===== config.mk =====
export PLATFORM = sky130hd
export DESIGN_NAME = sbs_ctrl
export DESIGN_NICKNAME = d
export VERILOG_FILES = /design/src/rtl/splitmix_binomial_sampler_defines.svh /design/src/rtl/sbs_pkg.sv /design/src/rtl/sbs_ctrl.sv
export SDC_FILE = /design/constraint.sdc
export NUM_CORES = 1
export LEC_CHECK = 0
export BUFFER_PORTS_ARGS = -buffer_cell sky130_fd_sc_hd__buf_4
export CAP_MARGIN = 15
export CELL_PAD_IN_SITES_DETAIL_PLACEMENT = 1
export CELL_PAD_IN_SITES_GLOBAL_PLACEMENT = 1
export CORE_MARGIN = 8
export CORE_UTILIZATION = 43
export CTS_CLUSTER_DIAMETER = 200
export CTS_CLUSTER_SIZE = 10
export DETAILED_ROUTE_END_ITERATION = 8
export GPL_ROUTABILITY_DRIVEN = 1
export PLACE_DENSITY = 0.87
export SYNTH_ARGS = -nofsm -noshare
export SYNTH_HDL_FRONTEND = slang
export SYNTH_SLANG_ARGS = --single-unit

===== constraint.sdc =====
create_clock -name clk -period 5.5 [get_ports clk]
set_input_delay 1.1 -clock clk [delete_from_list [all_inputs] [get_ports clk]]
set_output_delay 1.1 -clock clk [all_outputs]
set_load 0.02 [all_outputs]

===== src/rtl/splitmix_binomial_sampler_defines.svh =====
// assertion macros for the splitmix binomial sampler
// no dependencies
`ifndef SPLITMIX_BINOMIAL_SAMPLER_DEFINES_SVH
`define SPLITMIX_BINOMIAL_SAMPLER_DEFINES_SVH
`define SBS_ASSERT_IMP(label, clk, rst, a, b, msg) \
  label: assert property (@(posedge clk) disable iff (rst) (a) |-> (b)) else $error(msg);
`define SBS_ASSERT_NXT(label, clk, rst, a, b, msg) \
  label: assert property (@(posedge clk) disable iff (rst) (a) |=> (b)) else $error(msg);
`endif


===== src/rtl/sbs_pkg.sv =====
// shared constants and types for the splitmix binomial sampler
// no dependencies
package sbs_pkg;
  localparam int ROLLS = 2048;
  localparam int COUNT_BITS = 48;
  localparam int HIST_DEPTH = 2 * ROLLS + 1;
  localparam int HIST_AW = $clog2(HIST_DEPTH);
  localparam int ROLL_W = $clog2(ROLLS + 1);
  localparam logic [63:0] GOLDEN = 64'h9e3779b97f4a7c15;
  localparam logic [63:0] MIX1 = 64'hbf58476d1ce4e5b9;
  localparam logic [63:0] MIX2 = 64'h94d049bb133111eb;
  localparam logic [1:0] OP_DRAW = 2'd0;
  localparam logic [1:0] OP_READ = 2'd1;
  localparam logic [1:0] OP_CLEAR = 2'd2;
  localparam logic [1:0] CFG_MODULUS = 2'd0;
  localparam logic [1:0] CFG_BASE = 2'd1;
  localparam logic [1:0] CFG_SEED = 2'd2;

  typedef struct packed {
    logic gen_step;
    logic mix_start;
    logic cnt_clear;
    logic cnt_take;
    logic flip_take;
    logic mem_rd;
    logic mem_wr;
    logic out_load;
  } cmd_t;

  typedef struct packed {
    logic mix_done;
    logic base_neg;
  } sts_t;
endpackage


===== src/rtl/sbs_ctrl.sv =====
// sequencer for draws, bin reads and the post-reset clearing pass
// depends on sbs_pkg
module sbs_ctrl (
  input  logic          clk,
  input  logic          rst,
  input  logic          in_valid,
  output logic          in_stall,
  input  logic [1:0]    op,
  output logic          out_valid,
  input  logic          out_stall,
  output sbs_pkg::cmd_t cmd,
  input  sbs_pkg::sts_t sts,
  output logic          clear_run,
  output logic [sbs_pkg::HIST_AW-1:0] clear_addr
);
  localparam logic [2:0] S_CLEAR = 3'd0, S_IDLE = 3'd1, S_ROLL = 3'd2, S_FLIP = 3'd3,
                         S_RD = 3'd4, S_WR = 3'd5, S_OUT = 3'd6;
  logic [2:0] state;
  logic [sbs_pkg::ROLL_W-1:0] rolls;
  logic flip_wait;

  assign clear_run = (state == S_CLEAR);
  assign in_stall = !(state == S_IDLE) || out_valid;

  always_comb begin
    cmd = '0;
    unique case (state)
      S_IDLE: if (in_valid && !in_stall) begin
        cmd.cnt_clear = 1'b1;
        cmd.mix_start = (op == sbs_pkg::OP_DRAW);
        cmd.gen_step = (op == sbs_pkg::OP_DRAW);
      end
      S_ROLL: if (sts.mix_done) begin
        cmd.cnt_take = 1'b1;
        cmd.mix_start = (rolls != sbs_pkg::ROLL_W'(sbs_pkg::ROLLS - 1)) || sts.base_neg;
        cmd.gen_step = (rolls != sbs_pkg::ROLL_W'(sbs_pkg::ROLLS - 1)) || sts.base_neg;
      end
      S_FLIP: if (sts.mix_done || !flip_wait) begin
        cmd.flip_take = 1'b1;
      end
      S_RD: cmd.mem_rd = 1'b1;
      S_WR: begin
        cmd.mem_wr = 1'b1;
        cmd.out_load = 1'b1;
      end
      default: ;
    endcase
  end

  always_ff @(posedge clk) begin
    if (rst) begin
      state <= S_CLEAR;
      clear_addr <= '0;
      out_valid <= 1'b0;
      rolls <= '0;
      flip_wait <= 1'b0;
    end else begin
      if (out_valid && !out_stall) out_valid <= 1'b0;
      unique case (state)
        S_CLEAR: begin
          clear_addr <= clear_addr + 1'b1;
          if (clear_addr == sbs_pkg::HIST_AW'(sbs_pkg::HIST_DEPTH - 1)) state <= S_IDLE;
        end
        S_IDLE: if (in_valid && !in_stall) begin
          rolls <= '0;
          flip_wait <= 1'b0;
          state <= (op == sbs_pkg::OP_DRAW) ? S_ROLL : S_RD;
        end
        S_ROLL: if (sts.mix_done) begin
          if (rolls == sbs_pkg::ROLL_W'(sbs_pkg::ROLLS - 1)) begin
            flip_wait <= sts.base_neg;
            state <= S_FLIP;
          end
          rolls <= rolls + 1'b1;
        end
        S_FLIP: if (sts.mix_done || !flip_wait) state <= S_RD;
        S_RD: state <= S_WR;
        S_WR: begin
          out_valid <= 1'b1;
          state <= S_OUT;
        end
        S_OUT: if (!out_valid || !out_stall) state <= S_IDLE;
        default: state <= S_IDLE;
      endcase
    end
  end
endmodule


# ---- Word level (Yosys, flattened, before mapping)
# Index checks and enable logic that the tools add are counted.
# Widths: inputs -> output; s select.
dict set report classes {
  n_addsub 2
  n_reduce_logical 18
  n_eq_ne 15
  muxes 27
}
# op n
set op_table {}
lappend op_table {{$mux 12} 2}
lappend op_table {{$mux 3} 8}
lappend op_table {{$pmux 12 s2} 1}
lappend op_table {{$pmux 3 s7} 1}
lappend op_table {{$add 13x1->13 const B} 1}
lappend op_table {{$eq 13x13->1 const B} 1}
lappend op_table {{$add 12x1->12 const B} 1}
lappend op_table {{$eq 12x11->1 const B} 1}
lappend op_table {{$ne 12x11->1 const B} 1}
lappend op_table {{$mux 1} 11}
lappend op_table {{$eq 3x3->1 const B} 3}
lappend op_table {{$ne 2x2->1 const B} 4}
lappend op_table {{$eq 3x2->1 const B} 2}
lappend op_table {{$reduce_and 6->1} 1}
lappend op_table {{$logic_not 1->1} 5}
lappend op_table {{$logic_or 1x1->1} 4}
lappend op_table {{$mux 2} 2}
lappend op_table {{$ne 2x1->1 const B} 2}
lappend op_table {{$pmux 2 s2} 1}
lappend op_table {{$reduce_and 4->1} 1}
lappend op_table {{$reduce_bool 2->1} 2}
lappend op_table {{$eq 3x1->1 const B} 1}
lappend op_table {{$logic_not 3->1} 1}
lappend op_table {{$reduce_and 3->1} 1}
lappend op_table {{3 further kinds} 4}
dict set report word_totals {
  input_bits 8
  out_inout_bits 24
  word_cells 67
  reg_bits 30
}

# ---- Depth between registers and ports, before layout
dict set report depth {
  depth_word 7
  ltp_mapped 8
  depth_no_buf 7
}

# ---- Worst setup path after synthesis
# No wires, ideal clock.
dict set report synth_timing {
  path_type {input port to output port}
  start {input in_valid}
  end {output cmd[7] in the netlist's numbering}
  path_stages 4
  t_required_ps 4400
  arrival_ps 2387
  path_buffers 1
  setup_slack_ps 2013
  path_cell_list {nor2b_1 nor3b_1 o2bb2ai_1 buf_4}
}
# element line_no
set synth_lines {}
lappend synth_lines {{start: declaration} sbs_ctrl.sv:6} ;# input logic in_valid,
lappend synth_lines {{end: declaration} sbs_ctrl.sv:11} ;# output sbs_pkg::cmd_t cmd,

==> key figures <==
Place
  • Pre-CTS WS: 2.33 ns
  • Post-DP Area: 1930 µm²
  • RePlAce Congestion: 0.800
  • PortBufs: 31
  • Detail Placement HPWL: 3.27 mm

STA
  • Min cycle time layout: 3.17 ns
  • Worst-Margin Slew: 0.663 ns
  • Final period utilization: 0.577
  • Pins Over Slew Limit: 0
  • Setup TNS: 0 ns
  • Setup WS post-layout: 2.33 ns
  • Slew HR: 0.558
  • Clock skew: 0.00347 ns
  • Final Hold Viols: 0
  • Final setup fails: 0
  • RSZ-0062 raised after global routing: false
  • Fmax: 315 MHz

Drt
  • Routed Antenna Nets: 0
  • DR WL/cell: 15.8 µm
  • Routed WL: 4.53 mm
  • Vias per cell: 5.70
  • DRC: 0
  • Iteration-0 DRC Markers: 79
  • Drt first pass iters: 4
  • Vias: 1637

Setup path
  • FF-to-FF End: state[0]
  • Critical Path Sink: cmd[4]
  • Worst path arrival time: 2.07 ns
  • Worst R2R Path Depth: 6
  • Crit path top cell by count: buf_4
  • Buf/Inv on CP: 3
  • CP max stage delay: 0.32 ns
  • CP endpoint kind: output port
  • Crit. path cell count: 4
  • CP startpoint: sts[1]
  • Crit-path leading delay family: buffers and inverters
  • CP Launch Type: input port
  • Crit-path slowest cell: clkinv_1
  • Max FO, Critical Path: 11
  • RR Startpoint: rolls[0]
  • Worst-path cell chain: buf_4, nand2_1, clkinv_1, buf_4
  • Worst R2R Setup Slack: 3.28 ns
  • CP Data Required Time: 4.40 ns
  • Critical path type: input port to output port

Logic synthesis
  • Post-synthesis register bit count: 30
  • Post-Syn Nets: 220
  • Post-synth EDFFs: 0
  • Distinct cells, synth: 51
  • Mux share of post-synthesis cell area: 0.0126
  • Synth area leader: dfxtp_1
  • Synth top area share: 0.355
  • Seq/Total Area, Yosys: 0.355
  • Compound-Gate Fraction of Synth Area: 0.161
  • Synth Area in Simple Gates: 0.323
  • Main combinational cell family by area after synthesis: simple AND/OR/NAND/NOR gates
  • Adder-cell share of the synthesized area: 0.0296
  • Ranking of synthesized cells by area: dfxtp_1 (36%), nor2_1 (7.5%), a21oi_1 (3.6%)
  • Area share of xor/xnor cells in the synthesized design: 0.0621
  • Mapped Area: 1690 µm²
  • Post-synthesis async set-or-reset flop share: 0
  • Syn Area/Cell: 8.13 µm²
  • YS warnings: 0
  • Cells after Synth: 208
  • Main synth FF type: dfxtp_1

Global route
  • First-pass GRT wire length: 7.78 mm
  • Total GRT Usage: 0.154
  • Vias in the first global route: 1630
  • Largest net degree at the start of global routing: 33
  • Initial antenna violation count: 0
  • Gr ovfl total: 0

Clock tree
  • Post-CTS Resized: 0
  • Total CTS buffers: 5
  • Clock Sink Count: 30
  • Post-CTS Setup Repair Bufs: 0
  • Latest clock arrival within the worst-skew pair: 0.28 ns
  • Hold_buf cts: 0
  • Worst-case clock buffer depth: 2
  • CTS root buf: clkbuf_8
  • H-tree levels: 2
  • CTS clock-pin slew for the worst setup and hold paths: 0.06 ns
  • CTS tree: yes

Cells and area
  • Area Growth Syn to Fin: 18.3%
  • Share of cells above drive strength 1: 0.198
  • Final Net Count: 249
  • Most frequent cells in the layout: nor2_1 (34), buf_4 (31), dfxtp_1 (30)
  • Post-route cell area: 2000 µm²
  • Most common cell after layout, fill and taps aside: nor2_1
  • Sequential standard cell area: 601 µm²
  • # diodes: 0
  • Filler cells: 507
  • Multi-input gate area: 996 µm²

Flow run
  • Maxcap violations: 0

Power and ir drop
  • Pwr Density: 278 nW/µm²
  • Leakage power: 0.749 nW
  • Design Power: 557 µW
  • Worst vdd ir: 0.171 mV

Die
  • Row count: 23
  • Placeable Area: 3880 µm²
  • I/O pins: 32
  • Starting Density: 0.435
  • Area of the die: 6200 µm²
  • Die Ht: 78.7 µm
  • DIE WIDTH: 78.7 µm

Run status
  • Status: finished clean

Hold path
  • Hold Crit Depth: 2
  • Worst Hold Class: flop to flop
## per-stage QoR
stage	std cells	hold WS, ns	util
finish	287	0.477	0.515
global route	287	0.501	0.515
CTS	287	0.477	0.515
detailed placement	280	0.467	0.496
global placement	280	0.455	0.496
floorplan	208	0.436	-
## Yosys cell counts, types with 2 or more instances
library cell,instances
o21ai_0,11
ha_1,4
and4_1,3
nor2b_1,2
dfxtp_1,30
nor3_1,4
inv_1,8
buf_4,3
o31ai_1,2
nand2b_1,2
buf_6,2
nand3b_1,3
nor3b_1,4
xor2_1,6
nand2_1,15
clkbuf_1,3
and3_1,2
nand4_1,6
nor2_1,34
xnor2_1,6
a311oi_1,3
a22oi_1,3
nand3_1,7
or3_1,2
nor4_1,4
a41oi_1,2
nor4b_1,2
a21oi_1,12
## sequential cells by signal, summed over array words and instances (netlist names)
signal      cells
rolls          12
clear_addr     13
flip_wait       1
out_valid       1
state           3
## per-layer routing
layer  global-route usage  wire length (µm)  vias to the layer above
met5                    0                 0                        -
met3               0.0474               232                        9
met1                0.186              2100                      796
met2                0.246              2130                       30
met4               0.0704                76                        0
li1                     -                 -                      802
## logic make-up after synthesis
family                     Yosys count
DFF                                 30
muxes                                2
xor gates and xnor gates            12
adders and majority gates            4
and+or+nand+nor                    100
AOI/OAI and AO/OA                   42
buffers and inverters               18
## power breakdown
part / leakage, nW / internal, mW / switching, mW
combinational: 0.468 / 0.0643 / 0.0796
sequential: 0.242 / 0.229 / 0.0216
clock: 0.0383 / 0.0868 / 0.0760
total: 0.749 / 0.380 / 0.177
## layout make-up
class | instances | area share
clock buffer | 7 | 0.0381
inverter | 9 | 0.0169
multi-input combinational | 160 | 0.497
sequential | 30 | 0.300
tap | 50 | 0.0313
timing repair buffer | 31 | 0.116
## tightest hold or removal path: cells and delay by family (launching register included)
kind / cells / cell delay [ns]
AOI/OAI and AO/OA: 1 / 0.05
DFF: 1 / 0.32
and+or+nand+nor: 1 / 0.06
## worst min-delay path by stage
stage                     slack, ns        end       from
after floorplan                0.44  rolls[11]  rolls[11]
after global placement         0.45  rolls[11]  rolls[11]
after detailed placement       0.47  rolls[11]  rolls[11]
after CTS                      0.48  rolls[11]  rolls[11]
after global routing           0.50  rolls[11]  rolls[11]
final                          0.48  rolls[11]  rolls[11]
Note: power is estimated with default switching activity, not from simulation.
